File: src/rtl/keyed_value_table_core_macros.svh
// ---------------------------------------------------------------------------
// keyed value table assertion macros
// concurrent checks that compile away when SYNTHESIS is defined
// ---------------------------------------------------------------------------
`ifndef KEYED_VALUE_TABLE_CORE_MACROS_SVH
`define KEYED_VALUE_TABLE_CORE_MACROS_SVH

`ifndef SYNTHESIS
// check on an explicit clock and active-low reset
`define KVT_ASSERT_AT(lbl, clk, rstn, prop, msg) \
  lbl: assert property (@(posedge clk) disable iff (!rstn) prop) else $error(msg);
// check on the block clock and reset
`define KVT_ASSERT(lbl, prop, msg) `KVT_ASSERT_AT(lbl, clk_i, rst_ni, prop, msg)
`else
`define KVT_ASSERT_AT(lbl, clk, rstn, prop, msg)
`define KVT_ASSERT(lbl, prop, msg)
`endif

`endif

File: src/rtl/kvt_pkg.sv
// ---------------------------------------------------------------------------
// kvt_pkg
// shared constants, request modes, status codes and sequencer states
// ---------------------------------------------------------------------------
package kvt_pkg;

  // default geometry
  localparam int unsigned TABLE_DEPTH_DEF = 32;
  localparam int unsigned KEY_BITS_DEF    = 8;
  localparam int unsigned VALUE_BITS_DEF  = 32;

  // fixed field widths
  localparam int unsigned MODE_BITS   = 3;
  localparam int unsigned STATUS_BITS = 2;

  // request modes
  typedef enum logic [MODE_BITS-1:0] {
    MODE_CLEAR  = 3'd0,
    MODE_INSERT = 3'd1,
    MODE_ERASE  = 3'd2,
    MODE_GET    = 3'd3,
    MODE_COUNT  = 3'd4
  } mode_e;

  // result status codes
  typedef enum logic [STATUS_BITS-1:0] {
    STAT_OK        = 2'd0,
    STAT_NOT_FOUND = 2'd1,
    STAT_PRESENT   = 2'd2,
    STAT_FULL      = 2'd3
  } status_e;

  // sequencer states
  typedef enum logic [1:0] {
    S_IDLE,
    S_SCAN,
    S_SHIFT,
    S_DONE
  } state_e;

endpackage

File: src/rtl/kvt_mem.sv
// ---------------------------------------------------------------------------
// kvt_mem
// entry memory: one write port, one read port, registered read data
// ---------------------------------------------------------------------------
module kvt_mem #(
  parameter int unsigned DEPTH = kvt_pkg::TABLE_DEPTH_DEF,
  parameter int unsigned WIDTH = kvt_pkg::KEY_BITS_DEF + kvt_pkg::VALUE_BITS_DEF,
  localparam int unsigned AW   = $clog2(DEPTH)
) (
  input  logic             clk_i,
  input  logic             wr_en_i,
  input  logic [AW-1:0]    wr_addr_i,
  input  logic [WIDTH-1:0] wr_data_i,
  input  logic             rd_en_i,
  input  logic [AW-1:0]    rd_addr_i,
  output logic [WIDTH-1:0] rd_data_o
);

  logic [WIDTH-1:0] mem_q [DEPTH];
  logic [WIDTH-1:0] rd_data_q;

  // write port
  always_ff @(posedge clk_i) begin
    if (wr_en_i) begin
      mem_q[wr_addr_i] <= wr_data_i;
    end
  end

  // read port, registered read data
  always_ff @(posedge clk_i) begin
    if (rd_en_i) begin
      rd_data_q <= mem_q[rd_addr_i];
    end
  end

  assign rd_data_o = rd_data_q;

endmodule

File: src/rtl/keyed_value_table_core.sv
// ---------------------------------------------------------------------------
// keyed_value_table_core: bounded key/value table in insertion order
// clear, a full insert or any request on an empty table goes from idle straight
// to the done state and then into the output register; a new request is taken only in idle
// scans read one entry a cycle and end at a key hit or at the last entry in use;
// a count scan always reads every entry in use
// erase then moves the later entries down, one per cycle; output is registered
// reset: sequencer idle, table empty, memory contents left as they are
// ---------------------------------------------------------------------------
`include "keyed_value_table_core_macros.svh"

module keyed_value_table_core #(
  parameter int unsigned TABLE_DEPTH = kvt_pkg::TABLE_DEPTH_DEF,
  parameter int unsigned KEY_BITS    = kvt_pkg::KEY_BITS_DEF,
  parameter int unsigned VALUE_BITS  = kvt_pkg::VALUE_BITS_DEF,
  localparam int unsigned CW         = $clog2(TABLE_DEPTH + 1)
) (
  input  logic                             clk_i,
  input  logic                             rst_ni,
  // request channel
  input  logic                             in_valid_i,
  output logic                             in_stall_o,
  input  logic [kvt_pkg::MODE_BITS-1:0]    mode_i,
  input  logic [KEY_BITS-1:0]              key_i,
  input  logic signed [VALUE_BITS-1:0]     value_i,
  // result channel
  output logic                             out_valid_o,
  input  logic                             out_stall_i,
  output logic [kvt_pkg::STATUS_BITS-1:0]  status_o,
  output logic signed [VALUE_BITS-1:0]     found_value_o,
  output logic [CW-1:0]                    match_count_o,
  output logic [CW-1:0]                    entries_used_o
);

  import kvt_pkg::*;

  localparam int unsigned AW = $clog2(TABLE_DEPTH);
  localparam int unsigned EW = KEY_BITS + VALUE_BITS;

  // sequencer and request registers
  state_e                  state_q, state_d;
  logic [MODE_BITS-1:0]    mode_q, mode_d;
  logic [KEY_BITS-1:0]     key_q, key_d;
  logic [VALUE_BITS-1:0]   value_q, value_d;
  logic [CW-1:0]           fill_q, fill_d;

  // scan and shift pointers
  logic [CW-1:0]           issue_q, issue_d;
  logic                    chk_vld_q, chk_vld_d;
  logic [CW-1:0]           chk_idx_q, chk_idx_d;
  logic [CW-1:0]           shift_rd_q, shift_rd_d;
  logic                    wb_vld_q, wb_vld_d;
  logic [AW-1:0]           wb_addr_q, wb_addr_d;

  // result being built
  status_e                 res_status_q, res_status_d;
  logic [VALUE_BITS-1:0]   res_found_q, res_found_d;
  logic [CW-1:0]           res_match_q, res_match_d;

  // output register
  logic                    out_valid_q;
  status_e                 out_status_q;
  logic [VALUE_BITS-1:0]   out_found_q;
  logic [CW-1:0]           out_match_q;
  logic [CW-1:0]           out_used_q;

  // memory port
  logic                    mem_rd_en;
  logic [AW-1:0]           mem_rd_addr;
  logic [EW-1:0]           mem_rd_data;
  logic                    mem_wr_en;
  logic [AW-1:0]           mem_wr_addr;
  logic [EW-1:0]           mem_wr_data;

  // decode
  logic                    fill_zero, fill_full;
  logic [KEY_BITS-1:0]     rd_key;
  logic [VALUE_BITS-1:0]   rd_val;
  logic                    key_hit, val_hit, chk_last;
  logic                    scan_rd, shift_rd;
  logic [CW-1:0]           shift_prev;
  logic                    out_free, out_load;

  kvt_mem #(
    .DEPTH (TABLE_DEPTH),
    .WIDTH (EW)
  ) u_mem (
    .clk_i     (clk_i),
    .wr_en_i   (mem_wr_en),
    .wr_addr_i (mem_wr_addr),
    .wr_data_i (mem_wr_data),
    .rd_en_i   (mem_rd_en),
    .rd_addr_i (mem_rd_addr),
    .rd_data_o (mem_rd_data)
  );

  // request handshake and shared decode
  assign in_stall_o = (state_q != S_IDLE);
  assign fill_zero  = (fill_q == '0);
  assign fill_full  = (fill_q == CW'(TABLE_DEPTH));
  assign rd_key     = mem_rd_data[EW-1:VALUE_BITS];
  assign rd_val     = mem_rd_data[VALUE_BITS-1:0];
  assign key_hit    = chk_vld_q && (rd_key == key_q);
  assign val_hit    = chk_vld_q && (rd_val == value_q);
  assign chk_last   = chk_vld_q && (chk_idx_q == fill_q - CW'(1));
  assign scan_rd    = (issue_q < fill_q);
  assign shift_rd   = (shift_rd_q < fill_q);
  assign shift_prev = shift_rd_q - CW'(1);
  assign out_free   = !out_valid_q || !out_stall_i;
  assign out_load   = (state_q == S_DONE) && out_free;

  // next state
  always_comb begin
    state_d = state_q;
    case (state_q)
      S_IDLE: begin
        if (in_valid_i) begin
          case (mode_i)
            MODE_INSERT: state_d = (fill_full || fill_zero) ? S_DONE : S_SCAN;
            MODE_ERASE, MODE_GET, MODE_COUNT: state_d = fill_zero ? S_DONE : S_SCAN;
            default: state_d = S_DONE;
          endcase
        end
      end
      S_SCAN: begin
        if (mode_q == MODE_COUNT) begin
          if (chk_last) state_d = S_DONE;
        end else if (key_hit) begin
          state_d = (mode_q == MODE_ERASE) ? S_SHIFT : S_DONE;
        end else if (chk_last) begin
          state_d = S_DONE;
        end
      end
      S_SHIFT: begin
        if (!shift_rd && !wb_vld_q) state_d = S_DONE;
      end
      S_DONE: begin
        if (out_free) state_d = S_IDLE;
      end
      default: state_d = S_IDLE;
    endcase
  end

  // datapath and memory control
  always_comb begin
    mode_d       = mode_q;
    key_d        = key_q;
    value_d      = value_q;
    fill_d       = fill_q;
    issue_d      = issue_q;
    chk_vld_d    = 1'b0;
    chk_idx_d    = chk_idx_q;
    shift_rd_d   = shift_rd_q;
    wb_vld_d     = 1'b0;
    wb_addr_d    = wb_addr_q;
    res_status_d = res_status_q;
    res_found_d  = res_found_q;
    res_match_d  = res_match_q;
    mem_rd_en    = 1'b0;
    mem_rd_addr  = issue_q[AW-1:0];
    mem_wr_en    = 1'b0;
    mem_wr_addr  = fill_q[AW-1:0];
    mem_wr_data  = {key_q, value_q};
    case (state_q)
      S_IDLE: begin
        if (in_valid_i) begin
          mode_d       = mode_i;
          key_d        = key_i;
          value_d      = value_i;
          issue_d      = '0;
          res_status_d = STAT_OK;
          res_found_d  = '0;
          res_match_d  = '0;
          case (mode_i)
            MODE_CLEAR: fill_d = '0;
            MODE_INSERT: begin
              if (fill_full) begin
                res_status_d = STAT_FULL;
              end else if (fill_zero) begin
                // empty table: append without a scan
                mem_wr_en   = 1'b1;
                mem_wr_data = {key_i, value_i};
                fill_d      = CW'(1);
              end
            end
            MODE_ERASE, MODE_GET: begin
              if (fill_zero) res_status_d = STAT_NOT_FOUND;
            end
            default: ;
          endcase
        end
      end
      S_SCAN: begin
        // read one entry a cycle, compare it the cycle after
        mem_rd_en   = scan_rd;
        mem_rd_addr = issue_q[AW-1:0];
        chk_vld_d   = scan_rd;
        chk_idx_d   = issue_q;
        if (scan_rd) issue_d = issue_q + CW'(1);
        if (chk_vld_q) begin
          case (mode_q)
            MODE_INSERT: begin
              if (key_hit) begin
                res_status_d = STAT_PRESENT;
              end else if (chk_last) begin
                mem_wr_en = 1'b1;
                fill_d    = fill_q + CW'(1);
              end
            end
            MODE_ERASE: begin
              if (key_hit) begin
                shift_rd_d = chk_idx_q + CW'(1);
              end else if (chk_last) begin
                res_status_d = STAT_NOT_FOUND;
              end
            end
            MODE_GET: begin
              if (key_hit) begin
                res_found_d = rd_val;
              end else if (chk_last) begin
                res_status_d = STAT_NOT_FOUND;
              end
            end
            MODE_COUNT: begin
              if (val_hit) res_match_d = res_match_q + CW'(1);
            end
            default: ;
          endcase
        end
      end
      S_SHIFT: begin
        // read entry i+1, write it back to entry i the next cycle
        mem_rd_en   = shift_rd;
        mem_rd_addr = shift_rd_q[AW-1:0];
        wb_vld_d    = shift_rd;
        wb_addr_d   = shift_prev[AW-1:0];
        mem_wr_en   = wb_vld_q;
        mem_wr_addr = wb_addr_q;
        mem_wr_data = mem_rd_data;
        if (shift_rd) shift_rd_d = shift_rd_q + CW'(1);
        if (!shift_rd && !wb_vld_q) fill_d = fill_q - CW'(1);
      end
      default: ;
    endcase
  end

  // control registers
  always_ff @(posedge clk_i or negedge rst_ni) begin
    if (!rst_ni) begin
      state_q     <= S_IDLE;
      fill_q      <= '0;
      chk_vld_q   <= 1'b0;
      wb_vld_q    <= 1'b0;
      out_valid_q <= 1'b0;
    end else begin
      state_q   <= state_d;
      fill_q    <= fill_d;
      chk_vld_q <= chk_vld_d;
      wb_vld_q  <= wb_vld_d;
      if (out_load) begin
        out_valid_q <= 1'b1;
      end else if (!out_stall_i) begin
        out_valid_q <= 1'b0;
      end
    end
  end

  // payload registers
  always_ff @(posedge clk_i) begin
    mode_q       <= mode_d;
    key_q        <= key_d;
    value_q      <= value_d;
    issue_q      <= issue_d;
    chk_idx_q    <= chk_idx_d;
    shift_rd_q   <= shift_rd_d;
    wb_addr_q    <= wb_addr_d;
    res_status_q <= res_status_d;
    res_found_q  <= res_found_d;
    res_match_q  <= res_match_d;
    if (out_load) begin
      out_status_q <= res_status_q;
      out_found_q  <= res_found_q;
      out_match_q  <= res_match_q;
      out_used_q   <= fill_q;
    end
  end

  assign out_valid_o    = out_valid_q;
  assign status_o       = out_status_q;
  assign found_value_o  = out_found_q;
  assign match_count_o  = out_match_q;
  assign entries_used_o = out_used_q;

  // checks
  `KVT_ASSERT(a_fill_bound, fill_q <= CW'(TABLE_DEPTH), "fill count beyond table depth")
  `KVT_ASSERT(a_wr_in_range, mem_wr_en |-> (CW'(mem_wr_addr) <= fill_q), "write past fill")
  `KVT_ASSERT(a_shift_nonempty, (state_q == S_SHIFT) |-> !fill_zero, "shift on empty table")
  `KVT_ASSERT(a_match_bound, res_match_q <= fill_q || state_q == S_IDLE, "match beyond fill")
  `KVT_ASSERT(a_clear_empty, (out_load && mode_q == MODE_CLEAR) |=> (entries_used_o == '0), "clear")

endmodule
File: config.mk
export PLATFORM = sky130hd
export DESIGN_NAME = keyed_value_table_core
export DESIGN_NICKNAME = d
export VERILOG_FILES = /design/src/rtl/kvt_pkg.sv /design/src/rtl/kvt_mem.sv /design/src/rtl/keyed_value_table_core.sv
export VERILOG_INCLUDE_DIRS = /design/src /design/src/rtl
export SDC_FILE = /design/constraint.sdc
export NUM_CORES = 1
export LEC_CHECK = 0
export BUFFER_PORTS_ARGS = -buffer_cell sky130_fd_sc_hd__buf_2
export CELL_PAD_IN_SITES_DETAIL_PLACEMENT = 1
export CELL_PAD_IN_SITES_GLOBAL_PLACEMENT = 1
export CORE_UTILIZATION = 25
export CTS_BUF_LIST = sky130_fd_sc_hd__clkbuf_2 sky130_fd_sc_hd__clkbuf_4 sky130_fd_sc_hd__clkbuf_8
export DETAILED_ROUTE_END_ITERATION = 10
export HOLD_SLACK_MARGIN = 0.15
export PLACE_DENSITY = 0.53
export SETUP_SLACK_MARGIN = 0.2
export SKIP_CTS_REPAIR_TIMING = 1
export SLEW_MARGIN = 20
export SYNTH_ARGS = -nofsm -noshare
export SYNTH_HDL_FRONTEND = slang
export SYNTH_SLANG_ARGS = --single-unit
File: constraint.sdc
create_clock -name clk_i -period 6.6 [get_ports clk_i]
set_input_delay 0 -clock clk_i [delete_from_list [all_inputs] [get_ports clk_i]]
set_output_delay 0 -clock clk_i [all_outputs]
set_load 0.03 [all_outputs]
# --- Word level (Yosys, flattened, before mapping) ---
# Memories as Yosys holds them, arrays and structs flattened. A register that Yosys moved wholly into a read port is not among the register bits.
# Cells that the tools add are included.
classes:
  n_mux: 71
  order_cmp: 2
  reduce_logical: 29
  n_eq_ne: 37
  add_sub_neg: 7
op_table:
  columns: ["cell", "count"]
  rows:
  - ["2-to-1 mux 40 bit", 4]
  - ["2-to-1 mux 32 bit", 4]
  - ["2-to-1 mux 6 bit", 17]
  - ["case mux 40 bit (2 select lines)", 1]
  - ["case mux 32 bit (2 select lines)", 1]
  - ["case mux 6 bit (2 select lines)", 4]
  - ["equality test 32 bit", 1]
  - ["adder 6 x 1 -> 6 bit (second input constant)", 5]
  - ["2-to-1 mux 2 bit", 14]
  - ["!= test 2 bit (second input constant)", 12]
  - ["case mux 6 bit (3 select lines)", 1]
  - ["2-to-1 mux 1 bit", 16]
  - ["case mux 2 bit (2 select lines)", 4]
  - ["!= test 3 bit (second input constant)", 5]
  - ["AND reduction 5 bit", 3]
  - ["equality test 3 x 2 -> 1 bit (second input constant)", 4]
  - ["less-than comparator 6 bit", 2]
  - ["2-to-1 mux 5 bit", 2]
  - ["AND reduction 10 bit", 1]
  - ["equality test 8 bit", 1]
  - ["case mux 2 bit (4 select lines)", 1]
  - ["AND reduction 7 bit", 1]
  - ["equality test 3 x 1 -> 1 bit (second input constant)", 2]
  - ["equality test 3 bit (second input constant)", 2]
  - ["23 further kinds", 38]
totals:
  ram_bits: 1280
  n_memories: 1
  out_inout_bits: 48
  regBits: 163
  in_bits: 47
mem_list:
  columns: ["memory", "words", "width", "rd", "rd_clocked_by_memory_dff", "write_ports", "line_no", "rtl"]
  rows:
  - ["u_mem.mem_q", 32, 40, 1, 1, 1, "kvt_mem.sv:19", "logic [WIDTH-1:0] mem_q [DEPTH];"]

# --- Depth between registers and ports, before layout ---
depth:
  ltp_word: 10
  mapped_depth: 13
  depth_no_buf: 8

# --- Modules after synthesis ---
# From an unflattened synthesis, not the netlist that was laid out.
hier_totals:
  cells_unflattened: 3410
  hier_area_um2: 58727.6
by_module_without_submodules:
  columns: ["mod", "seq_area_each_um2", "area_each_um2", "instances", "cells_each"]
  rows:
  - ["kvt_mem", 39638.0, 50965.1, 1, 2813]
  - ["keyed_value_table_core", 4839.6, 7762.4, 1, 597]

# --- Worst setup path before layout ---
# OpenSTA, ideal clock, no wires.
synth_timing:
  path_kind: "reg-to-reg"
  from: "reg state_q[0]"
  to: "mem u_mem.mem_q[25][0] (netlist name), enable pin"
  required_ps: 6113
  setup_time_ps: 487
  setup_slack_ps: 901
  t_arrival_ps: 5212
  path_stages_with_launch: 12
  path_cell_list: "dfrtp_1 -> inv_1 -> ha_1 -> buf_2 -> buf_2 -> buf_2 -> buf_2 -> buf_2 -> mux2i_1 -> nor2b_1 -> nand2_1 -> nor3_1"
synth_via:
  elab_chain_cells: 4
  word_cells_on_any_way: 7
synth_rtl:
  columns: ["element", "line_no", "rtl"]
  rows:
  - ["start: declaration", "keyed_value_table_core.sv:41", "state_e state_q, state_d;"]
  - ["start signal: assignment", "keyed_value_table_core.sv:256", "state_q <= state_d;"]
  - ["equality test 2 bit (tied with other cells)", "keyed_value_table_core.sv:164", "case (state_q)"]
  - ["case mux 1 bit (3 select lines)", "keyed_value_table_core.sv:164", null]
  - ["2-to-1 mux 1 bit", "kvt_mem.sv:24", "if (wr_en_i) begin"]
  - ["2-to-1 mux 1 bit (implied by the code)", "kvt_mem.sv:25", "mem_q[wr_addr_i] <= wr_data_i;"]
  - ["end: declaration", "kvt_mem.sv:19", null]
# Parallel ways exist; a longest one is shown, timed or not.

# --- Final worst setup path ---
layout_timing:
  from: "reg fill_q[1]"
  to: "mem u_mem.mem_q[26][9] (netlist name) (data pin)"
layout_via:
  elab_chain_cells: 6
  word_cells_on_any_way: 7
layout_rtl:
  columns: ["element", "line_no", "rtl"]
  rows:
  - ["start: declaration", "keyed_value_table_core.sv:45", "logic [CW-1:0] fill_q, fill_d;"]
  - ["start signal: assignment", "keyed_value_table_core.sv:257", "fill_q <= fill_d;"]
  - ["zero test 6 bit", "keyed_value_table_core.sv:99", "assign fill_zero = (fill_q == '0);"]
  - ["2-to-1 mux 40 bit", "keyed_value_table_core.sv:179", "end else if (fill_zero) begin"]
  - ["2-to-1 mux 40 bit (*)", "keyed_value_table_core.sv:177", "if (fill_full) begin"]
  - ["2-to-1 mux 40 bit (*)", "keyed_value_table_core.sv:174", "case (mode_i)"]
  - ["2-to-1 mux 40 bit (*)", "keyed_value_table_core.sv:166", "if (in_valid_i) begin"]
  - ["case mux 40 bit (2 select lines) (*)", "keyed_value_table_core.sv:164", null]
  - ["via mem_wr_data[9]", "keyed_value_table_core.sv:73", "logic [EW-1:0] mem_wr_data;"]
# The timed path passes the listed nets; every way through them passes the cells marked *.

==> flow_summary.ini <==
[critical_path]
crit_chain = inv_1, ha_1, nor3b_2, nand2_1, nor4_2, buf_4, a21oi_4, buf_4, nand2_1, nand2_1
cp_common_cell = nand2_1
crit_family = simple AND/OR/NAND/NOR gates
endpoint_kind = flip-flop
slowest_stage = buf_4
crit_required_ns = 7.10
path_buf_inv = 3
startpoint_type = flip-flop
crit_arrival_ns = 4.74
slowest_delay_ns = 0.56
rrSetupSlack_ns = 2.36
worst-path-max-fanout = 41
setup.worst_path.class = flip-flop to flip-flop

[power_and_ir_drop]
internal-power_uw = 15000
power_leakage_uw = 0.0238
p_seq_frac = 0.540
switchingPower_uw = 3910
pwr_density_cell_nw_per_um2 = 262
clkPwrFrac = 0.455
comb_power_share = 0.005
max-vdd-ir-drop_v = 0.000213
swShare = 0.207

[yosys]
synth.distinct_cells = 63
syn_area_per_cell_um2 = 14.4
synth-seq-cells = 1483
synth_ff_type = edfxtp_1
yosysSeqAreaShare = 0.725
synth_fp_nets = 4339
synth_cells = 4272
synthesis.area_um2 = 61300
yosysWarnings = 0
synth_area_leaders = edfxtp_1 (72%), mux4_2 (5.7%), nand2_1 (5.4%)
synth_top_area_frac = 0.721
synth_edf_count = 1472
synth-async-reset-ratio = 0.00742
yosys.area.top_type = edfxtp_1

[layout]
area_growth_pct = 17.5
final_common_cell = edfxtp_1
layout_common_cells = edfxtp_1 (1472), nand2_1 (867), a21oi_1 (367)
fill_cells = 25845
drive_above_1_share = 0.174
final_nets = 4614

[routing]
vias_per_cell = 4.94
dr_wl_met3_um = 15400
drt-met1-wl_um = 90000
wl_met2_um = 95400
num_vias = 39162
drtIter0Drc = 3681
dr.pass1.iters = 7
avgRoutedWirePerCell_um = 25.9
routed.top_layer = met4
ant_nets = 0
drt-total-wl_um = 205000
drc = 0

[sta]
setup_tns_ns = 0
hold_viol = 0
finalSetupViolations = 0
layout_min_cycle_time_ns = 4.24
min_period_over_period = 0.643
skew_ns = 0.0925
grt_setup_unrepaired = no
worst_slew_pin_slew_ns = 1.13
hold_ws_ns = 0.217
max_freq_ghz = 0.236
drv_slew = 0
slew_headroom = 0.245

[flow_run]
drv_cap = 0

[cts]
cts_sinks = 1483
cts_tree = done
cts.clk_slew.worst_paths_ns = 0.06
cts_buffers = 278
clk_latency_ns = 1.05
clock-root-buffer = clkbuf_8
htreeDepth = 5
clock_path_buffers = 4

[global_route]
grt_pass1_vias = 39521
grt_max_degree = 135
antenna_found_initial = 8
grtUsageTotal = 0.160
grt.overflow.total = 0
grt_pass1_wl_um = 287000

[floorplanning]
initial_core_util = 0.252
die_area_um2 = 247000
io_pins = 95
die_w_um = 497
rows = 181
die_height_um = 497
core_area_um2 = 243000

[placed_design]
dp_hpwl_um = 106000
port_buffers = 94
gp_congestion = 0.757

[run_status]
status = complete, no violations

[min_path]
hold_class = input pin to flip-flop
[cells by family (layout without fill, tap and decap cells)]
family,after synthesis,count (layout),share of synthesized area
XOR/XNOR,63,63,0.00900
buffers and inverters,315,773,0.0208
multiplexers,178,178,0.0606
other,0,1,0
AND/OR/NAND/NOR,1415,1415,0.100
AO/OA/AOI/OAI,798,798,0.0801
adder cells (fa/ha/maj),20,20,0.00408
flip-flops,1483,1483,0.725
[final cells by class]
cell class	count	area, µm²	share of cell area
inverters	19	71.3	0.000990
clock buffers	371	4570	0.0635
repair buffers	291	2420	0.0336
clock inverters	92	574	0.00797
multi-input cells	2474	15900	0.221
diodes	1	2.50	0.0000347
well taps	3202	4010	0.0556
flip-flops and latches	1483	44500	0.617
[final timing paths]
| path | from | to | cells after the start |
|---|---|---|---|
| max | fill_q[1] | u_mem.mem_q[26][9] | 10 |
| min | mode_i[2] | fill_q[4] | 8 |
| max reg2reg | fill_q[1] | u_mem.mem_q[26][9] | 10 |
| min reg2reg | res_found_q[28] | found_value_o[28] | 0 |
| max in group asynchronous | rst_ni | fill_q[0] | 4 |
| min in group asynchronous | rst_ni | wb_vld_q | 4 |
[power groups by stage]
| stage | Sequential [µW] | Clock (µW) | Combinational, µW |
|---|---|---|---|
| after floorplan | 10400 | 0 | 1.34 |
| after global placement | 10400 | 0 | 35.9 |
| after detailed placement | 10400 | 0 | 36.0 |
| after CTS | 10200 | 8840 | 36.4 |
| after global routing | 10200 | 9190 | 91.6 |
| final | 10200 | 8610 | 88.5 |
[synth_stat cells, types with 37 or more instances]
master,instances
a221oi_1,37
nand3_1,307
a22oi_1,83
o211ai_1,39
a21oi_1,371
or4_1,40
xnor2_1,42
a21o_1,43
nor2_1,71
nand2_1,875
mux4_2,154
buf_2,67
clkbuf_1,198
edfxtp_1,1472
a211oi_1,84
o21ai_0,92
nor3_1,39
[flip-flops by register name, summed over array words and instances, names as in the netlist, 3 cells and up]
register         count
shift_rd_q           6
issue_q              6
found_value_o       32
mode_q               3
key_q                8
wb_addr_q            5
match_count_o        6
chk_idx_q            6
value_q             32
u_mem.rd_data_o     40
entries_used_o       6
res_match_q          6
fill_q               6
u_mem.mem_q       1280
res_found_q         32
[metrics by stage]
| step | utilization | setup WS [ns] | std cells | cell area, µm² | power (µW) |
|---|---|---|---|---|---|
| 6_report | 0.296 | 2.36 | 7933 | 72100 | 18900 |
| 5_1_grt | 0.296 | 2.03 | 7933 | 72100 | 19500 |
| 4_1_cts | 0.292 | 2.25 | 7838 | 71100 | 19100 |
| 3_5_place_dp | 0.271 | 2.28 | 7375 | 65900 | 10400 |
| 3_3_place_gp | 0.271 | 2.40 | 7375 | 65900 | 10400 |
| 2_1_floorplan | - | 0.901 | 4272 | 61300 | 10400 |
[tightest hold or removal path, stage by stage]
cell           delay (ns)
dlygate4sd3_1        0.52
buf_2                0.14
o31ai_1              0.08
a41oi_1              0.16
nor4bb_1             0.07
nand2_1              0.08
nand2_1              0.05
o221ai_1             0.06
[layer usage]
metal,track usage,vias to the layer above
met5,0,-
met4,0.0475,0
met3,0.0391,289
met2,0.256,1315
li1,-,16878
met1,0.213,20680
Note: power is estimated with default switching activity, not from simulation.
